`config.mk`:
```
export PLATFORM = sky130hd
export DESIGN_NAME = uqcf_cell
export DESIGN_NICKNAME = d
export VERILOG_FILES = /design/src/uqcf_pkg.sv /design/src/uqcf_cell.sv
export SDC_FILE = /design/constraint.sdc
export NUM_CORES = 1
export LEC_CHECK = 0
export BUFFER_PORTS_ARGS = -buffer_cell sky130_fd_sc_hd__buf_2
export CELL_PAD_IN_SITES_DETAIL_PLACEMENT = 0
export CELL_PAD_IN_SITES_GLOBAL_PLACEMENT = 1
export CORE_AREA = 2 2 323 325
export CTS_CLUSTER_DIAMETER = 30
export DETAILED_ROUTE_END_ITERATION = 8
export DIE_AREA = 0 0 325 327
export PLACE_DENSITY_LB_ADDON = 0.1
export SYNTH_ARGS = -nofsm -noshare
export SYNTH_HDL_FRONTEND = slang
export SYNTH_SLANG_ARGS = --single-unit
```
`constraint.sdc`:
```
create_clock -name i_clk -period 8 [get_ports i_clk]
set_clock_uncertainty 0.05 [all_clocks]
set_input_delay 0.4 -clock i_clk [delete_from_list [all_inputs] [get_ports i_clk]]
set_output_delay 0.4 -clock i_clk [all_outputs]
set_load 0.1 [all_outputs]
```
`src/uqcf_pkg.sv`:
```
// ----------------------------------------------------------------------------
// UDP query challenge filter package
// Shared item types, action and verdict codes, and query patterns.
// ----------------------------------------------------------------------------
package uqcf_pkg;

    typedef enum logic [1:0] {
        ACT_OTHER  = 2'd0,
        ACT_UDP    = 2'd1,
        ACT_WRITE  = 2'd2,
        ACT_UNUSED = 2'd3
    } t_action;

    typedef enum logic [2:0] {
        VERDICT_FORWARD   = 3'd0,
        VERDICT_DROP      = 3'd1,
        VERDICT_CHALLENGE = 3'd2,
        VERDICT_INFO      = 3'd3,
        VERDICT_PLAYER    = 3'd4,
        VERDICT_RULES     = 3'd5,
        VERDICT_WRITTEN   = 3'd6,
        VERDICT_RESERVED  = 3'd7
    } t_verdict;

    localparam logic [7:0] CFG_EXPIRY = 8'd0;
    localparam logic [7:0] CFG_WINDOW = 8'd1;

    localparam logic [63:0] INFO_LO     = 64'h756F5354FFFFFFFF;
    localparam logic [63:0] INFO_HI     = 64'h69676E4520656372;
    localparam logic [39:0] PLAYER_HEAD = 40'h55FFFFFFFF;
    localparam logic [39:0] RULES_HEAD  = 40'h56FFFFFFFF;
    localparam logic [15:0] SHORT_LEN   = 16'd9;
    localparam logic [15:0] INFO_LEN    = 16'd25;
    localparam logic [15:0] INFO_CK_LEN = 16'd29;
    localparam logic [15:0] CHAL_LEN    = 16'd9;

    typedef struct packed {
        t_action     action;
        logic [31:0] dst_ip;
        logic [15:0] dest_port;
        logic [15:0] source_port;
        logic [15:0] payload_length;
        logic [63:0] payload_low_bytes;
        logic [63:0] payload_mid_bytes;
        logic [31:0] payload_tail_bytes;
        logic [31:0] now_seconds;
        logic [5:0]  slot_index;
        logic [1:0]  entry_flags;
        logic [47:0] response_lengths;
    } t_item;

    typedef struct packed {
        logic        found;
        logic [31:0] last_seen;
        logic        strict;
        logic [47:0] lengths;
    } t_hit;

endpackage

```
`src/uqcf_cell.sv`:
```
// ----------------------------------------------------------------------------
// UDP query challenge filter table cell
// Holds one table slot, applies writes aimed at it and records the first hit
// of each lookup as the transaction passes to the next cell.
// ----------------------------------------------------------------------------
module uqcf_cell #(
    parameter int SLOT_W = 6,
    parameter int INDEX  = 0
) (
    input  logic               i_clk,
    input  logic               i_rst_n,
    input  logic               i_en,
    input  logic               i_vld,
    input  uqcf_pkg::t_item    i_item,
    input  uqcf_pkg::t_hit     i_hit,
    input  logic [SLOT_W-1:0]  i_slot,
    output logic               o_vld,
    output uqcf_pkg::t_item    o_item,
    output uqcf_pkg::t_hit     o_hit,
    output logic [SLOT_W-1:0]  o_slot
);

    logic              r_valid;
    logic [31:0]       r_addr;
    logic [15:0]       r_port;
    logic [31:0]       r_seen;
    logic              r_strict;
    logic [47:0]       r_lens;

    logic              r_vld;
    uqcf_pkg::t_item   r_item;
    uqcf_pkg::t_hit    r_hit;
    logic [SLOT_W-1:0] r_slot;

    logic              w_match;
    logic              w_write;

    assign w_match = i_vld && (i_item.action == uqcf_pkg::ACT_UDP) && !i_hit.found
                     && r_valid && (r_addr == i_item.dst_ip) && (r_port == i_item.dest_port);
    assign w_write = i_vld && (i_item.action == uqcf_pkg::ACT_WRITE)
                     && (11'(i_item.slot_index) == 11'(INDEX));

    always_ff @(posedge i_clk) begin
        if (!i_rst_n) begin
            r_valid <= 1'b0;
            r_vld   <= 1'b0;
        end else if (i_en) begin
            r_vld <= i_vld;
            if (w_write) begin
                r_valid <= i_item.entry_flags[0];
            end
        end
    end

    always_ff @(posedge i_clk) begin
        if (i_en) begin
            r_item <= i_item;
            if (w_match) begin
                r_hit.found     <= 1'b1;
                r_hit.last_seen <= r_seen;
                r_hit.strict    <= r_strict;
                r_hit.lengths   <= r_lens;
                r_slot          <= SLOT_W'(INDEX);
            end else begin
                r_hit  <= i_hit;
                r_slot <= i_slot;
            end
            if (w_write) begin
                r_addr   <= i_item.dst_ip;
                r_port   <= i_item.dest_port;
                r_seen   <= i_item.now_seconds;
                r_strict <= i_item.entry_flags[1];
                r_lens   <= i_item.response_lengths;
            end
        end
    end

    assign o_vld  = r_vld;
    assign o_item = r_item;
    assign o_hit  = r_hit;
    assign o_slot = r_slot;

endmodule

```
==> flow_metrics.tcl <==
set metrics [dict create \
    cp_top_family "simple AND/OR/NAND/NOR gates" \
    initial_core_util_pct 17.6 \
    min-delay-start "i_en" \
    power.internal_mw 7.62 \
    tightest_slew_ns 1.02 \
    syn_nets 1143 \
    drt_iter0_markers 509 \
    worst_setup_path_start_kind "flip-flop" \
    place_ws_ns 4.69 \
    dp_hpwl_um 51800 \
    drt-pass1-iter-count 4 \
    root_buffer "clkbuf_16" \
    r2r_start "r_addr[2]" \
    cts_hold_buffers 420 \
    fin_crit_sh_pct 36.9 \
    slew_viol_final 0 \
    synthXorXnorAreaFrac_pct 2.28 \
    drive_above_1_share_pct 50.0 \
    slew_headroom_pct 32.2 \
    drt_wl_total_um 71000 \
    yosysSeqAreaShare_pct 91.1 \
    stdcell_area_mm2 0.0332 \
    worst_path_largest_cell_delay_ns 0.49 \
    clk_pin_slew_worst_paths_ns 0.04 \
    crit_fanout 52 \
    synth.area.mux_share_pct 5.16 \
    grt_pass1_wl_um 98800 \
    wire_per_inst_um 19.5 \
    ioPinCount 841 \
    r2r-end "o_hit[42]" \
    rows 118 \
    place_area_mm2 0.0240 \
    p_sw_mw 3.33 \
    worstRegToRegCells 6 \
    seqPwrFrac_pct 31.2 \
    mostFrequentLayoutCell "buf_2" \
    hold_violations 0 \
    grt_max_degree 77 \
    cp.arrival_ns 3.34 \
    core_area_mm2 0.103 \
    synth-seq-cells 549 \
    numPortBuffers 840 \
    ir_drop_uv 197 \
    drc 0 \
    regToRegSetupSlack_ns 5.05 \
    path_cells "xnor2_1 > nand4_1 > nor4_1 > nand4_1 > buf_4 > mux2_2" \
    yosysWarnings 0 \
    max_clock_freq_mhz 338 \
    die_h_um 327 \
    pwr-share-comb_pct 16.8 \
    required_ns 8.39 \
    rsz0062_at_grt "false" \
    cts_max_path_buffers 3 \
    cts_resized 0 \
    fp.dieW_um 325 \
    vias 12800 \
    power.density_mw_per_mm2 330 \
    maxCapViolCount 0 \
    hold_path_depth 1 \
    die_area_mm2 0.106 \
    htreeDepth 4 \
    via_per_inst 3.51 \
    end_kind "flip-flop" \
    overflow 0 \
    slowest_stage "nor4_1" \
    setup_slack_ns 5.05 \
    synth.largest_area_cell "edfxtp_1" \
    synthCells 721 \
    status "completed" \
    ant_nets 0 \
    area_delta_synth_final_pct 83.8 \
    insertion_delay_ns 0.71 \
    swShare_pct 30.4 \
    synth_fa_ha_area_share_pct 0 \
    crit_top_cell "nand4_1" \
    period_minus_slack_ns 2.95 \
    tns_ns 0 \
    routabilityCongestion 0.799 \
    yosysTopAreaCellShare_pct 90.9 \
    tritoncts "done" \
    grtUsageTotal_pct 13.1 \
    cp_num_buf_inv 1 \
    post_cts_buffers 0 \
    synth_compound_gate_area_share_pct 0 \
    p_clk_share_pct 52.0 \
    leakagePower_nw 13.3 \
    holdCritPathClass "in2reg" \
    final_nets 2566 \
    ys_types 21 \
    synthSimpleGateAreaFrac_pct 1.18 \
    grt_pass1_vias 14000 \
    hold_path_end "o_item[56]" \
    antenna_found_initial 13 \
    final_cell_mix "839 x buf_2, 547 x edfxtp_1, 420 x dlygate4sd3_1" \
    synth_area_per_cell_um2 25.1 \
    cts_sinks 549 \
    yosys-top-cells-area "edfxtp_1 91%, mux2_2 4.2%, xnor2_1 2.3%" \
    synth_top_family_by_area "multiplexers" \
    synth.cell_area_mm2 0.0181 \
    cts_buffers 160 \
    setup.worst_path.class "reg2reg" \
    setup_viol 0 \
]
[worst register-to-register path, cell delays in order (launching register included)]
cell,delay (ns)
edfxtp_1,0.38
xnor2_1,0.16
nand4_1,0.17
nor4_1,0.49
nand4_1,0.45
buf_4,0.48
mux2_2,0.50
[power by group through the flow]
| stage | registers [mW] | logic (mW) | clock network, mW |
|---|---|---|---|
| floorplan | 4.71 | 0.0307 | 0 |
| global placement | 3.46 | 1.68 | 0 |
| detailed placement | 3.46 | 1.68 | 0 |
| CTS | 3.42 | 1.86 | 5.86 |
| global route | 3.43 | 1.89 | 6.01 |
| finish | 3.42 | 1.83 | 5.70 |
[cells in the mapped netlist]
cell type,number
mux2_1,13
and4_1,1
buf_6,1
nor2b_1,2
nor3_1,1
nor4_1,3
mux2_2,68
and3b_1,1
buf_1,2
nand4_1,13
nand4b_1,1
edfxtp_1,547
nor4b_1,1
nand2b_1,3
dfxtp_1,2
and2_1,6
mux2i_1,2
clkbuf_1,4
buf_4,2
xnor2_1,47
nor2_1,1
[layer usage]
layer  part of all wire [%]  GRT usage (%)  vias up
li1                       -              -     5838
met1                     35           12.8     6196
met2                     53           23.6      605
met3                    9.0           5.94      159
met4                    3.3           5.70        8
met5                  0.068              0        -
[worst max-delay path by stage]
stage | cells after the start | from | end
after floorplan | 4 | i_item[51] | r_valid
after global placement | 7 | i_item[298] | o_hit[27]
after detailed placement | 7 | i_item[298] | o_hit[36]
after CTS | 6 | r_addr[2] | o_hit[29]
after global routing | 6 | r_addr[2] | o_hit[40]
final | 6 | r_addr[2] | o_hit[42]
[flip-flops by register name (all words and copies together) (netlist names)]
name / cells
o_hit: 82
o_item: 330
o_slot: 6
o_vld: 1
r_addr: 32
r_lens: 48
r_port: 16
r_seen: 32
r_strict: 1
r_valid: 1
[kinds of logic after synthesis]
group | Yosys count
flops | 549
buf+inv | 9
xor+xnor | 47
mux | 83
simple gates | 33
[layout make-up]
type                            count  area (µm²)
Clock buffer                      196        4190
Sequential cell                   549       16500
Clock inverter                     82         756
Multi-Input combinational cell    163        1560
Tap cell                         1380        1730
Timing Repair Buffer             1270        8490
Antenna cell                        7        17.5
Fill cell                       10300       69700
[per-stage QoR]
stage / hold slack, ns / cells / total power [mW] / utilization (%)
detailed placement: 0.463 / 2942 / 5.14 / 23.4
CTS: 0.0538 / 3640 / 11.1 / 32.3
global route: 0.0696 / 3646 / 11.3 / 32.3
floorplan: 0.425 / 721 / 4.74 / -
finish: 0.0797 / 3647 / 10.9 / 32.3
global placement: 0.455 / 2942 / 5.14 / 23.4
Note: power is estimated with default switching activity, not from simulation.
