--- src/uqcf_pkg.sv ---
// ----------------------------------------------------------------------------
// UDP query challenge filter package
// Shared item types, action and verdict codes, and query patterns.
// ----------------------------------------------------------------------------
package uqcf_pkg;

    typedef enum logic [1:0] {
        ACT_OTHER  = 2'd0,
        ACT_UDP    = 2'd1,
        ACT_WRITE  = 2'd2,
        ACT_UNUSED = 2'd3
    } t_action;

    typedef enum logic [2:0] {
        VERDICT_FORWARD   = 3'd0,
        VERDICT_DROP      = 3'd1,
        VERDICT_CHALLENGE = 3'd2,
        VERDICT_INFO      = 3'd3,
        VERDICT_PLAYER    = 3'd4,
        VERDICT_RULES     = 3'd5,
        VERDICT_WRITTEN   = 3'd6,
        VERDICT_RESERVED  = 3'd7
    } t_verdict;

    localparam logic [7:0] CFG_EXPIRY = 8'd0;
    localparam logic [7:0] CFG_WINDOW = 8'd1;

    localparam logic [63:0] INFO_LO     = 64'h756F5354FFFFFFFF;
    localparam logic [63:0] INFO_HI     = 64'h69676E4520656372;
    localparam logic [39:0] PLAYER_HEAD = 40'h55FFFFFFFF;
    localparam logic [39:0] RULES_HEAD  = 40'h56FFFFFFFF;
    localparam logic [15:0] SHORT_LEN   = 16'd9;
    localparam logic [15:0] INFO_LEN    = 16'd25;
    localparam logic [15:0] INFO_CK_LEN = 16'd29;
    localparam logic [15:0] CHAL_LEN    = 16'd9;

    typedef struct packed {
        t_action     action;
        logic [31:0] dst_ip;
        logic [15:0] dest_port;
        logic [15:0] source_port;
        logic [15:0] payload_length;
        logic [63:0] payload_low_bytes;
        logic [63:0] payload_mid_bytes;
        logic [31:0] payload_tail_bytes;
        logic [31:0] now_seconds;
        logic [5:0]  slot_index;
        logic [1:0]  entry_flags;
        logic [47:0] response_lengths;
    } t_item;

    typedef struct packed {
        logic        found;
        logic [31:0] last_seen;
        logic        strict;
        logic [47:0] lengths;
    } t_hit;

endpackage

--- src/uqcf_classify.sv ---
// ----------------------------------------------------------------------------
// UDP query challenge filter classifier
// Turns a finished lookup into a verdict, cookie and reply length, and holds
// the result in the output register.
// ----------------------------------------------------------------------------
module uqcf_classify #(
    parameter int SLOT_W = 6
) (
    input  logic               i_clk,
    input  logic               i_rst_n,
    input  logic               i_en,
    input  logic               i_vld,
    input  uqcf_pkg::t_item    i_item,
    input  uqcf_pkg::t_hit     i_hit,
    input  logic [SLOT_W-1:0]  i_slot,
    input  logic [7:0]         i_expiry_limit,
    input  logic [7:0]         i_cookie_window,
    output logic               o_vld,
    output logic [2:0]         o_verdict,
    output logic [31:0]        o_cookie,
    output logic [15:0]        o_len,
    output logic [5:0]         o_slot
);

    logic               r_vld;
    uqcf_pkg::t_verdict r_verdict;
    logic [31:0]        r_cookie;
    logic [15:0]        r_len;
    logic [5:0]         r_slot;

    uqcf_pkg::t_verdict n_verdict;
    logic [31:0]        n_cookie;
    logic [15:0]        n_len;
    logic [5:0]         n_slot;

    logic [31:0] w_ports;
    logic [39:0] w_head;
    logic [31:0] w_short_ck;
    logic        w_no_body;
    logic        w_info;
    logic        w_short_q;
    logic        w_stale;
    logic [31:0] w_stamp;
    logic [31:0] w_diff;
    logic        w_ck_ok;

    assign w_ports    = {i_item.source_port, i_item.dest_port};
    assign w_head     = i_item.payload_low_bytes[39:0];
    assign w_short_ck = {i_item.payload_mid_bytes[7:0], i_item.payload_low_bytes[63:40]};
    assign w_no_body  = (w_short_ck == 32'd0);
    assign w_info     = (i_item.payload_low_bytes == uqcf_pkg::INFO_LO)
                        && (i_item.payload_mid_bytes == uqcf_pkg::INFO_HI);
    assign w_short_q  = (i_item.payload_length == uqcf_pkg::SHORT_LEN)
                        && ((w_head == uqcf_pkg::PLAYER_HEAD)
                            || (w_head == uqcf_pkg::RULES_HEAD));
    assign w_stale    = (i_item.now_seconds - i_hit.last_seen) > 32'(i_expiry_limit);

    // The info query carries its cookie in the tail bytes, the short queries
    // right after the header byte.
    assign w_stamp = (w_short_q ? w_short_ck : i_item.payload_tail_bytes) - w_ports;
    assign w_diff  = {24'd0, i_item.now_seconds[7:0]} - w_stamp;
    assign w_ck_ok = w_diff <= 32'(i_cookie_window);

    always_comb begin
        n_verdict = uqcf_pkg::VERDICT_FORWARD;
        n_cookie  = 32'd0;
        n_len     = 16'd0;
        n_slot    = 6'd0;
        if (i_item.action == uqcf_pkg::ACT_WRITE) begin
            n_verdict = uqcf_pkg::VERDICT_WRITTEN;
        end else if (i_item.action == uqcf_pkg::ACT_UDP && i_hit.found) begin
            n_slot = 6'(i_slot);
            if (w_stale) begin
                n_verdict = uqcf_pkg::VERDICT_DROP;
            end else if (w_short_q && w_no_body) begin
                n_verdict = uqcf_pkg::VERDICT_CHALLENGE;
            end else if (w_short_q) begin
                if (!w_ck_ok) begin
                    n_verdict = uqcf_pkg::VERDICT_DROP;
                end else if (w_head == uqcf_pkg::PLAYER_HEAD) begin
                    n_verdict = uqcf_pkg::VERDICT_PLAYER;
                    n_len     = i_hit.lengths[31:16];
                end else begin
                    n_verdict = uqcf_pkg::VERDICT_RULES;
                    n_len     = i_hit.lengths[47:32];
                end
            end else if (i_item.payload_length == uqcf_pkg::INFO_LEN && w_info) begin
                n_verdict = uqcf_pkg::VERDICT_CHALLENGE;
            end else if (i_item.payload_length == uqcf_pkg::INFO_CK_LEN && w_info) begin
                if (!w_ck_ok) begin
                    n_verdict = uqcf_pkg::VERDICT_DROP;
                end else begin
                    n_verdict = uqcf_pkg::VERDICT_INFO;
                    n_len     = i_hit.lengths[15:0];
                end
            end else if (i_hit.strict) begin
                n_verdict = uqcf_pkg::VERDICT_DROP;
            end
            if (n_verdict == uqcf_pkg::VERDICT_CHALLENGE) begin
                n_cookie = {24'd0, i_item.now_seconds[7:0]} + w_ports;
                n_len    = uqcf_pkg::CHAL_LEN;
            end
        end
    end

    always_ff @(posedge i_clk) begin
        if (!i_rst_n) begin
            r_vld <= 1'b0;
        end else if (i_en) begin
            r_vld <= i_vld;
        end
    end

    always_ff @(posedge i_clk) begin
        if (i_en) begin
            r_verdict <= n_verdict;
            r_cookie  <= n_cookie;
            r_len     <= n_len;
            r_slot    <= n_slot;
        end
    end

    assign o_vld     = r_vld;
    assign o_verdict = r_verdict;
    assign o_cookie  = r_cookie;
    assign o_len     = r_len;
    assign o_slot    = r_slot;

endmodule

--- config.mk ---
export PLATFORM = sky130hd
export DESIGN_NAME = uqcf_classify
export DESIGN_NICKNAME = d
export VERILOG_FILES = /design/src/uqcf_pkg.sv /design/src/uqcf_classify.sv
export SDC_FILE = /design/constraint.sdc
export NUM_CORES = 1
export LEC_CHECK = 0
export ABC_AREA = 0
export BUFFER_PORTS_ARGS = -buffer_cell sky130_fd_sc_hd__buf_4
export CAP_MARGIN = 30
export CORE_AREA = 2 2 201 203
export DETAILED_ROUTE_END_ITERATION = 7
export DIE_AREA = 0 0 203 205
export HOLD_SLACK_MARGIN = 0.1
export PLACE_DENSITY = 0.6
export SLEW_MARGIN = 20
export SYNTH_ARGS = -nofsm -noshare
export SYNTH_HDL_FRONTEND = slang
export SYNTH_SLANG_ARGS = --single-unit
--- constraint.sdc ---
create_clock -name i_clk -period 10.1 [get_ports i_clk]
set_input_delay 2.02 -clock i_clk [delete_from_list [all_inputs] [get_ports i_clk]]
set_output_delay 2.02 -clock i_clk [all_outputs]
set_load 0.05 [all_outputs]
==> results by group, run 1 <==
Drt
  • Via density: 5.21
  • DRC viols: 0
  • Antenna-violating nets left: 0
  • Vias after detailed routing: 11100
  • Drt initial violations: ~860
  • Drt pass-1 iters: 6
  • Routed len/inst: 21.0 µm
  • Total Wirelength: 44600 µm

Global route
  • Antenna violations before repair: 8
  • Vias in the first global route: 10600
  • Congestion Overflow GR: 0
  • Largest net degree at the start of global routing: 59
  • First-pass GRT wire length: between 60000 and 70000 µm
  • Overall Global Routing Usage: 0.205

Die
  • Die extent in y: about 200 µm
  • Die Wd: roughly 200 µm
  • Initial core utilization: 0.249
  • Core Region: about 40000 µm²
  • # rows: 73
  • Die area: 41600 µm²
  • Num ports: 496

Clocking
  • Clock latency on the worst-skew pair: 0.34 ns
  • Root Driver: clkbuf_16
  • Post-CTS sizing: 0
  • Clock slew seen by the registers of the worst setup and hold paths: 0.06 ns
  • Hold buffers post-CTS: 0
  • Number of CTS-inserted buffers: 9
  • Post-CTS setup buffers: 0
  • Maximum clock insertion buffer count: 2
  • Sink Count: 58
  • Htree depth: 3
  • TritonCTS clock tree: done

Timing
  • Hold Fails Final Rpt: 0
  • Final clock period utilization by the worst path: 0.880
  • Fmax: 112 MHz
  • Worst-margin pin slew: 0.968 ns
  • Final Max Tran Viols: 0
  • Hold slack: 0.523 ns
  • Final setup fails: 0
  • Clk_skew: 0 ns
  • Min Clock Period, post-route: slightly below 9 ns
  • Slew margin rel.: 0.346
  • Setup TNS: 0 ns
  • RSZ-0062 raised after global routing: false

Min path
  • Worst Hold Launch: o_vld
  • Tightest Hold Check Type: flop to flop
  • Min-Delay Path Depth: 2
  • WHS Endpoint: o_vld

Critical path
  • CP cell instances: buf_4 > nor4_1 > nand4_1 > or4_1 > or2_2 > nand2_1 > nand2_1 > fa_1 > inv_1 > fa_1 > a211oi_1 > o21ai_1 > xor2_1 > ha_1 > nand4_1 > o21ai_0 > o211ai_1 > or4_1 > nor4_1 > o2111a_1 > nand4_1 > or4_1 > buf_4 > o41ai_1
  • CP Launch Type: primary input
  • Worst path bufs/invs: 3
  • CP arrival: 9.03 ns
  • Worst Path Class, Setup: primary input to flop
  • Required @ worst endpoint: 10.24 ns
  • Path depth of the worst reg2reg path: 2
  • Crit Path Max Fanout: 16
  • Critical Path Max Stage Delay: roughly 0.6 ns
  • Crit-path slowest cell: or4_1
  • R2r endpoint: o_vld
  • Critical path endpoint category: flop
  • Reg2reg setup slack: between 9 and 10 ns
  • CP top delay family: simple AND/OR/NAND/NOR gates
  • R2R Path Start: o_vld

Cells and area
  • Core Util, Final: 0.346
  • Nets: 2151
  • Share of cells above drive strength 1: 0.295
  • Area Growth Syn to Fin: 39.0%

Synth
  • Ys Warns: 0
  • Ys flop type: edfxtp_1
  • Top-count cell post-synth: ha_1
  • Seq/Total Area, Yosys: 0.177
  • Mapped Cells: 1221
  • Top cells by area, synth: edfxtp_1 (17%), ha_1 (14%), mux2i_1 (5.0%)
  • Area leader, netlist: edfxtp_1
  • Syn_nets: roughly 1800
  • Number of enable flip-flop cells after synthesis: 57
  • Syn_area_per_cell: 8.02 µm²
  • Area share of the largest cell type after synthesis: 0.175
  • Commonest cells post-synth: ha_1 (110), nand2_1 (99), nor2_1 (96)
  • Synthesis-stage register bit count: 58
  • Syn Std Cell Area: 9800 µm²
  • Distinct cell type count after synthesis: 90
  • Ys async rst share: 0

Pwr
  • Power per Cell Area: 101 nW/µm²
  • Maximum VDD drop: 0.0769 mV
  • Leakage: 5.93 nW
  • Total power: 1.37 mW

Placed design
  • Final HPWL DP: 38900 µm
  • I/O Buffers: between 400 and 500
  • RePlAce Congestion: 0.937

Outcome
  • Status: complete, no violations

Flow run
  • Max-cap check violation count: 0
[final cells by class]
class	instances	area [µm²]
fillers	4142	25700
clock inverters	5	78.8
diodes	4	10.0
well taps	525	657
multi-input cells	1029	7490
repair buffers	414	3110
inverters	81	304
flip-flops and latches	58	1730
clock buffers	11	243
[per-layer routing]
layer	part of all wire	vias up	GRT usage	wire length (µm)
met5	0.0013	-	0	58
met4	0.020	10	0.0592	914
met3	0.066	60	0.0385	2940
met2	0.48	371	0.346	21600
met1	0.43	5296	0.264	19100
li1	-	5353	-	-
[cells in the final DEF (no fill, tap or decap), drive strengths merged, types with 45 or more instances in the layout]
cell	Yosys	layout
buf	16	414
ha	110	110
nand2	99	99
nor2	97	97
a21oi	96	96
inv	81	81
edfxtp	57	57
nand4	54	54
mux2i	49	49
o21ai	47	47
nor4	45	45
[report_power, final]
part / switching [mW] / total (mW) / internal [mW]
Combinational: 0.434 / 0.747 / 0.314
Clock: 0.119 / 0.342 / 0.222
Sequential: 0.00389 / 0.281 / 0.277
Total: 0.557 / 1.37 / 0.813
[state kept, by name (all words and copies together), names as in the netlist]
name / cells
o_slot: 6
o_len: 16
o_cookie: 32
o_vld: 1
o_verdict: 3
[kinds of logic (layout without fill, tap and decap cells)]
kind of cell | Yosys count | count (layout) | share of synthesized area
AND/OR/NAND/NOR | 488 | 488 | 0.284
buffers and inverters | 134 | 511 | 0.0608
flip-flops | 58 | 58 | 0.177
XOR/XNOR | 72 | 72 | 0.0644
multiplexers | 49 | 49 | 0.0501
adder cells (fa/ha/maj) | 120 | 120 | 0.161
AO/OA/AOI/OAI | 300 | 300 | 0.204
other | 0 | 4 | 0
[stage by stage]
stage | setup WS [ns] | cells | area (µm²)
2_1_floorplan | 2.00 | 1221 | 9800
3_3_place_gp | 0.956 | 2105 | 13300
3_5_place_dp | 0.925 | 2107 | 13300
4_1_cts | 1.27 | 2123 | 13600
5_1_grt | 0.773 | 2127 | 13600
6_report | 1.21 | 2127 | 13600
[worst max path at each step]
stage / start / depth (start not counted) / end / slack, ns
5_1_grt: i_item[258] / 23 / o_len[3] / 0.77
2_1_floorplan: i_item[258] / 23 / o_len[11] / 2.00
3_3_place_gp: i_item[258] / 24 / o_len[3] / 0.96
4_1_cts: i_item[254] / 24 / o_len[0] / 1.27
3_5_place_dp: i_item[258] / 24 / o_len[0] / 0.92
6_report: i_item[256] / 24 / o_len[3] / 1.21
[worst min-delay path, cell delays in order (launching register included)]
cell	delay, ns
dfxtp_1	0.33
mux2i_1	0.06
nor2b_1	0.10
Power figures use the tool's default switching activity.
==> run 2, diff against run 1 <==
--- a/config.mk
+++ b/config.mk
@@ -5,14 +5,14 @@
 export SDC_FILE = /design/constraint.sdc
 export NUM_CORES = 1
 export LEC_CHECK = 0
-export ABC_AREA = 0
+export ABC_AREA = 1
 export BUFFER_PORTS_ARGS = -buffer_cell sky130_fd_sc_hd__buf_4
 export CAP_MARGIN = 30
-export CORE_AREA = 2 2 201 203
+export CORE_AREA = 2 2 205 207
 export DETAILED_ROUTE_END_ITERATION = 7
-export DIE_AREA = 0 0 203 205
+export DIE_AREA = 0 0 207 209
 export HOLD_SLACK_MARGIN = 0.1
-export PLACE_DENSITY = 0.6
+export PLACE_DENSITY = 0.59
 export SLEW_MARGIN = 20
 export SYNTH_ARGS = -nofsm -noshare
 export SYNTH_HDL_FRONTEND = slang
==> constraint.sdc (replaced) <==
create_clock -name i_clk -period 10.1 [get_ports i_clk]
set_input_delay 2.02 -clock i_clk [delete_from_list [all_inputs] [get_ports i_clk]]
set_output_delay 2.02 -clock i_clk [all_outputs]
set_load 0.02 [all_outputs]
==> run 2 against run 1 <==
Net effect: via count rose by 7.8%; non-clock buffer count fell by 4; worst hold slack improved by 0.031 ns; utilization fell by 0.44 points; critical path depth rose by 8; combinational power fell by 12%; die area rose by 4.0%; clock skew did not move; cell count rose by 22%; global-route usage fell by 1.8 points; setup slack improved by 0.74 ns; sequential cell count did not move.
==> results by group, run 2 <==
Global route
  • First-pass GRT wire length: 63100 µm (-1.6%)
  • Congestion Overflow GR: 0 (unchanged)
  • Overall Global Routing Usage: 0.187 (-0.0177)
  • Largest net degree at the start of global routing: 60 (+1.7%)
  • Vias in the first global route: 11800 (+11%)
  • Antenna violations before repair: 3 (-5)

Drt
  • DRC viols: 0 (unchanged)
  • Drt pass-1 iters: 6 (unchanged)
  • Routed len/inst: 16.0 µm (-24%)
  • Total Wirelength: 41500 µm (-6.9%)
  • Via density: 4.60 (-12%)
  • Drt initial violations: 719 (-16%)
  • Antenna-violating nets left: 0 (unchanged)
  • Vias after detailed routing: 12000 (+7.8%)

Clocking
  • TritonCTS clock tree: done
  • Post-CTS sizing: 0 (unchanged)
  • Clock slew seen by the registers of the worst setup and hold paths: 0.05 ns (about the same)
  • Hold buffers post-CTS: 0 (unchanged)
  • Htree depth: 3 (unchanged)
  • Number of CTS-inserted buffers: 9 (unchanged)
  • Maximum clock insertion buffer count: 2 (unchanged)
  • Root Driver: clkbuf_16
  • Post-CTS setup buffers: 0 (unchanged)
  • Sink Count: 58 (unchanged)
  • Clock latency on the worst-skew pair: 0.33 ns (about the same)

Cells and area
  • Share of cells above drive strength 1: 0.242 (-0.0523)
  • Area Growth Syn to Fin: 39.6%
  • Nets: 2611 (+21%)
  • Register Area: 1730 µm² (unchanged)
  • Most frequent cells in the layout: nand2_1 (438), buf_4 (409), inv_1 (330)
  • Area of the multi-input gates: 7040 µm² (-6.0%)
  • Largest register FFs: 32 (unchanged)
  • FILL cells: 4553 (+9.9%)
  • Finished Layout Cells: 2598 (+22%)
  • Commonest non-fill, non-tap cell in the layout: nand2_1

Synth
  • Syn_nets: 2203 (+24%)
  • Area leader, netlist: edfxtp_1
  • Number of enable flip-flop cells after synthesis: 57 (unchanged)
  • Ys flop type: edfxtp_1
  • Top cells by area, synth: edfxtp_1 (17%), nand2_1 (16%), ha_1 (14%)
  • Synthesis-stage register bit count: 58 (unchanged)
  • Syn Std Cell Area: 10100 µm² (+3.2%)
  • Ys Warns: 0 (unchanged)
  • Area share of the largest cell type after synthesis: 0.169 (-0.00536)
  • Ys async rst share: 0 (unchanged)
  • Syn_area_per_cell: 6.14 µm² (-23%)
  • Commonest cells post-synth: nand2_1 (438), inv_1 (330), nor2_1 (168)
  • Distinct cell type count after synthesis: 44 (-51%)
  • Seq/Total Area, Yosys: 0.171 (-0.00543)
  • Top-count cell post-synth: nand2_1
  • Mapped Cells: 1645 (+35%)

Pwr
  • Total power: 1.28 mW (-6.6%)
  • Maximum VDD drop: 0.0884 mV (+15%)
  • Power per Cell Area: 90.7 nW/µm² (-9.8%)
  • Leakage: 7.49 nW (+26%)

Critical path
  • CP arrival: 8.30 ns (-0.73 ns)
  • Critical path endpoint category: flop
  • Cell mode on critical path: nand2_1
  • Critical Path Max Stage Delay: 0.63 ns (+0.04 ns)
  • CP Launch Type: primary input
  • Crit Path Max Fanout: 34 (+18)
  • Required @ worst endpoint: 10.26 ns (+0.02 ns)
  • Crit-path slowest cell: nand4_4
  • Worst Path Class, Setup: primary input to flop

Timing
  • Hold slack: 0.554 ns (+0.0311 ns)
  • Final clock period utilization by the worst path: 0.807 (-0.0734)
  • Clk_skew: 0 ns (unchanged)
  • Final setup fails: 0 (unchanged)
  • RSZ-0062 raised after global routing: false
  • Hold Fails Final Rpt: 0 (unchanged)
  • Slew margin rel.: 0.388 (+0.0422)
  • Setup TNS: 0 ns (unchanged)
  • Min Clock Period, post-route: 8.15 ns (-0.742 ns)
  • Final Max Tran Viols: 0 (unchanged)
  • Setup ws final: 1.95 ns (+0.742 ns)
  • Fmax: 123 MHz (+9.1%)
  • Worst-margin pin slew: 0.911 ns (-0.0571 ns)

Die
  • Die extent in y: 209 µm (+2.0%)
  • # rows: 75 (+2.7%)
  • Core Region: 41300 µm² (+4.9%)
  • Die area: 43300 µm² (+4.0%)
  • Die Wd: 207 µm (+2.0%)
  • Num ports: 496 (unchanged)
  • Initial core utilization: 0.245 (-0.00408)

Placed design
  • Placed cells: 2581 (+22%)
  • Final HPWL DP: 36900 µm (-5.2%)
  • Dpl ws: 1.52 ns (+0.592 ns)
  • RePlAce Congestion: 0.921 (-1.7%)
  • I/O Buffers: 407 (unchanged)

Outcome
  • Status: complete, no violations

Flow run
  • Max-cap check violation count: 0 (unchanged)

Min path
  • Tightest Hold Check Type: flop to flop
## run 2: power breakdown
part           internal, mW  switching (mW)  total, mW
Combinational         0.272           0.385      0.657
Sequential            0.277         0.00428      0.281
Clock                 0.229           0.112      0.342
Total                 0.779           0.501       1.28
## run 2: layout make-up
class	instances	area share
timing repair buffer	410	0.218
antenna	1	0.000177
sequential	58	0.123
inverter	334	0.0889
clock inverter	4	0.00523
multi-input combinational	1240	0.499
clock buffer	12	0.0182
tap	539	0.0478
## run 2: critical path, delay by kind of cell
family	cells	cell delay, ns
compound gates	2	0.36
xor+xnor	1	0.23
simple gates	21	3.51
fa+ha+maj	4	1.31
buf+inv	4	0.81
## run 2: stage by stage
step | util | cell area, µm²
after floorplan | - | 10100
after global placement | 0.334 | 13800
after detailed placement | 0.334 | 13800
after CTS | 0.342 | 14100
after global routing | 0.342 | 14100
final | 0.342 | 14100
## run 2: worst paths after layout
kind / startpoint / endpoint / slack [ns] / cells past startpoint
max: i_item[199] / o_cookie[12] / 1.95 / 32
max reg2reg: o_vld / o_vld / 9.43 / 2
min reg2reg: o_vld / o_vld / 0.55 / 2
min: o_vld / o_vld / 0.55 / 2
## run 2: per-layer routing
| metal | track usage | share of wire | up-vias |
|---|---|---|---|
| met5 | 0 | 0.00031 | - |
| met4 | 0.0562 | 0.030 | 2 |
| met3 | 0.0319 | 0.055 | 53 |
| met2 | 0.334 | 0.48 | 418 |
| met1 | 0.228 | 0.43 | 5351 |
| li1 | - | - | 6130 |
## run 2: logic make-up after synthesis
| logic type | synth area share |
|---|---|
| and+or+nand+nor | 0.381 |
| buffers and inverters | 0.132 |
| AOI/OAI and AO/OA | 0.0985 |
| adders and majority gates | 0.156 |
| DFF | 0.171 |
| xor gates and xnor gates | 0.0416 |
| muxes | 0.0198 |
==> run 3, diff against run 2 <==
--- a/config.mk
+++ b/config.mk
@@ -12,7 +12,7 @@
 export DETAILED_ROUTE_END_ITERATION = 7
 export DIE_AREA = 0 0 207 209
 export HOLD_SLACK_MARGIN = 0.1
-export PLACE_DENSITY = 0.59
+export PLACE_DENSITY = 0.61
 export SLEW_MARGIN = 20
 export SYNTH_ARGS = -nofsm -noshare
 export SYNTH_HDL_FRONTEND = slang
==> constraint.sdc (replaced) <==
create_clock -name i_clk -period 7.15 [get_ports i_clk]
set_input_delay 1.43 -clock i_clk [delete_from_list [all_inputs] [get_ports i_clk]]
set_output_delay 1.43 -clock i_clk [all_outputs]
set_load 0.02 [all_outputs]
==> run 3 against run 2 <==
Net effect: cell area hardly changed; routed wire length is 0.54% lower; register-to-register slack worse by 2.9 ns; clock-buffer cell count is 1 higher; power is 35% higher; sequential share of layout area hardly changed; die area stayed put; critical path type unchanged.
==> results by group, run 3 (synthesis gave the netlist of run 2 again) <==
Outcome
  • Status: complete, no violations

Pwr
  • Clk pwr share: 0.230 (-0.037)
  • Internal: 1.02 mW (+31%)
  • Sw frac: 0.410 (+0.0187)
  • Maximum VDD drop: 0.0765 mV (-13%)
  • Comb pwr share: 0.541 (+0.028)
  • Leakage: 7.49 nW (about the same)
  • Sequential share of power: 0.229 (+0.009)
  • Power per Cell Area: 123 nW/µm² (+35%)
  • Sw power: 0.711 mW (+42%)

Critical path
  • R2R Path Start: o_vld
  • CP top delay family: simple AND/OR/NAND/NOR gates
  • CP arrival: 6.84 ns (-1.46 ns)
  • Crit Path Max Fanout: 29 (-15%)
  • Reg2reg setup slack: 6.49 ns (-2.94 ns)
  • CP Launch Type: primary input
  • Worst Path Class, Setup: primary input to flop
  • Path depth of the worst reg2reg path: 2 (unchanged)
  • Critical Path Max Stage Delay: 0.48 ns (-0.15 ns)
  • Required @ worst endpoint: 7.33 ns (-2.93 ns)
  • Worst path bufs/invs: 3 (-1)
  • Crit-path slowest cell: fa_1
  • R2r endpoint: o_vld
  • Critical path endpoint category: flop

Global route
  • Congestion Overflow GR: 0 (unchanged)
  • M3 GR Usage: 0.0228 (-0.00902)
  • Met1 Use GR: 0.233 (+0.00543)
  • Met2 Use GR: 0.340 (+0.00552)
  • Busiest metal layer after global routing: met2
  • Antenna violations before repair: 0 (-3)
  • First-pass GRT wire length: 63100 µm (about the same)
  • Overall Global Routing Usage: 0.185 (-0.00223)
  • Vias in the first global route: 11800 (+0.18%)
  • Largest net degree at the start of global routing: 60 (unchanged)

Cells and area
  • Most frequent cells in the layout: nand2_1 (438), buf_4 (415), inv_1 (330)
  • Finished Cell Area: 14100 µm² (about the same)
  • Nets: 2617 (+0.23%)
  • Area Growth Syn to Fin: 39.5% (about the same)
  • Core Util, Final: 0.342 (about the same)
  • Commonest non-fill, non-tap cell in the layout: nand2_1
  • N_diodes: 0 (-1)
  • Share of cells above drive strength 1: 0.244 (+0.00123)
  • Largest register FFs: 32 (unchanged)

Timing
  • Fmax: 150 MHz
  • Final Max Tran Viols: 0 (unchanged)
  • Slew margin rel.: 0.390 (+0.00211)
  • Setup ws final: 0.488 ns (-1.46 ns)
  • Min Clock Period, post-route: 6.66 ns
  • Final setup fails: 0 (unchanged)
  • Hold slack: 0.555 ns (+0.000253 ns)
  • Setup TNS: 0 ns (unchanged)
  • Worst-margin pin slew: 0.908 ns (-0.00314 ns)
  • Hold Fails Final Rpt: 0 (unchanged)
  • RSZ-0062 raised after global routing: false
  • Clk_skew: 0 ns (unchanged)
  • Final clock period utilization by the worst path: 0.932

Clocking
  • TritonCTS clock tree: done
  • Sink Count: 58 (unchanged)
  • Number of CTS-inserted buffers: 9 (unchanged)
  • Hold buffers post-CTS: 0 (unchanged)
  • Clock slew seen by the registers of the worst setup and hold paths: 0.05 ns (about the same)
  • Clock latency on the worst-skew pair: 0.32 ns (about the same)
  • Root Driver: clkbuf_16
  • Htree depth: 3 (unchanged)
  • Maximum clock insertion buffer count: 2 (unchanged)
  • Post-CTS sizing: 0 (unchanged)
  • Post-CTS setup buffers: 0 (unchanged)

Drt
  • DRC viols: 0 (unchanged)
  • Drt pass-1 iters: 7 (+1)
  • Total Wirelength: 41300 µm (-0.54%)
  • Routed len/inst: 15.9 µm (-0.73%)
  • Via density: 4.63 (+0.64%)
  • Vias after detailed routing: 12100 (+0.84%)
  • Antenna-violating nets left: 0 (unchanged)
  • Drt initial violations: 759 (+5.6%)

Die
  • Die Wd: 207 µm (unchanged)
  • Core Region: 41300 µm² (unchanged)
  • Initial core utilization: 0.245 (unchanged)
  • Num ports: 496 (unchanged)
  • Die extent in y: 209 µm (unchanged)
  • Die area: 43300 µm² (unchanged)
  • # rows: 75 (unchanged)

Min path
  • WHS Endpoint: o_vld
  • Worst Hold Launch: o_vld
  • Tightest Hold Check Type: flop to flop
  • Min-Delay Path Depth: 2 (unchanged)

Flow run
  • Max-cap check violation count: 0 (unchanged)

Placed design
  • Post-DP Area: 13800 µm² (+0.44%)
  • RePlAce Congestion: 0.918 (-0.36%)
  • Dpl ws: 0.124 ns (-1.39 ns)
  • I/O Buffers: 407 (unchanged)
  • Final HPWL DP: 36700 µm (-0.47%)
==> run 3: cell count changes in the layout (fill, tap and decap cells not counted) <==
cell / change
clkinvlp_4: +1
bufinv_16: -2
buf_12: +1
buf_2: -1
clkinv_4: -1
clkbuf_8: -1
clkinv_2: +1
buf_4: +6
diode_2: -1
clkbuf_1: +2
==> run 3: metrics by stage <==
stage | power, mW | cells
floorplan | 0.953 | 1645
global placement | 1.33 | 2587
detailed placement | 1.34 | 2587
CTS | 1.74 | 2603
global route | 1.87 | 2603
finish | 1.73 | 2603
==> run 3: power by group through the flow <==
stage | clock network (mW) | registers (mW) | logic, mW
final | 0.399 | 0.397 | 0.937
after global routing | 0.422 | 0.399 | 1.05
after CTS | 0.408 | 0.397 | 0.938
after detailed placement | 0 | 0.404 | 0.933
after global placement | 0 | 0.404 | 0.921
after floorplan | 0 | 0.428 | 0.526
==> run 3: metal layers <==
layer | wire (µm) | up-vias | share of wire
met5 | 0 | - | 0
met4 | 498 | 0 | 0.012
met2 | 20800 | 428 | 0.50
met1 | 17900 | 5460 | 0.43
met3 | 2090 | 27 | 0.051
li1 | - | 6139 | -
==> run 3: how the worst max path moves through the flow <==
stage	startpoint	endpoint	slack [ns]	cells after the start
2_1_floorplan	i_item[263]	o_len[11]	1.16	34
3_3_place_gp	i_item[261]	o_cookie[17]	0.23	33
3_5_place_dp	i_item[261]	o_cookie[20]	0.12	33
4_1_cts	i_item[261]	o_cookie[20]	0.45	33
5_1_grt	i_item[261]	o_len[7]	0.02	33
6_report	i_item[261]	o_cookie[8]	0.49	33
==> run 3: worst min-delay path, stage by stage, from the launching register on <==
cell and delay [ns]:
dfxtp_1 0.31, o21ai_0 0.16, a21oi_1 0.04
==> run 3: final cells by class <==
class                           count  area [µm²]
Inverter                          334        1250
Multi-Input combinational cell   1240        7040
Clock buffer                       13         250
Sequential cell                    58        1730
Tap cell                          539         674
Fill cell                        4479       27200
Clock inverter                      3        17.5
Timing Repair Buffer              416        3140
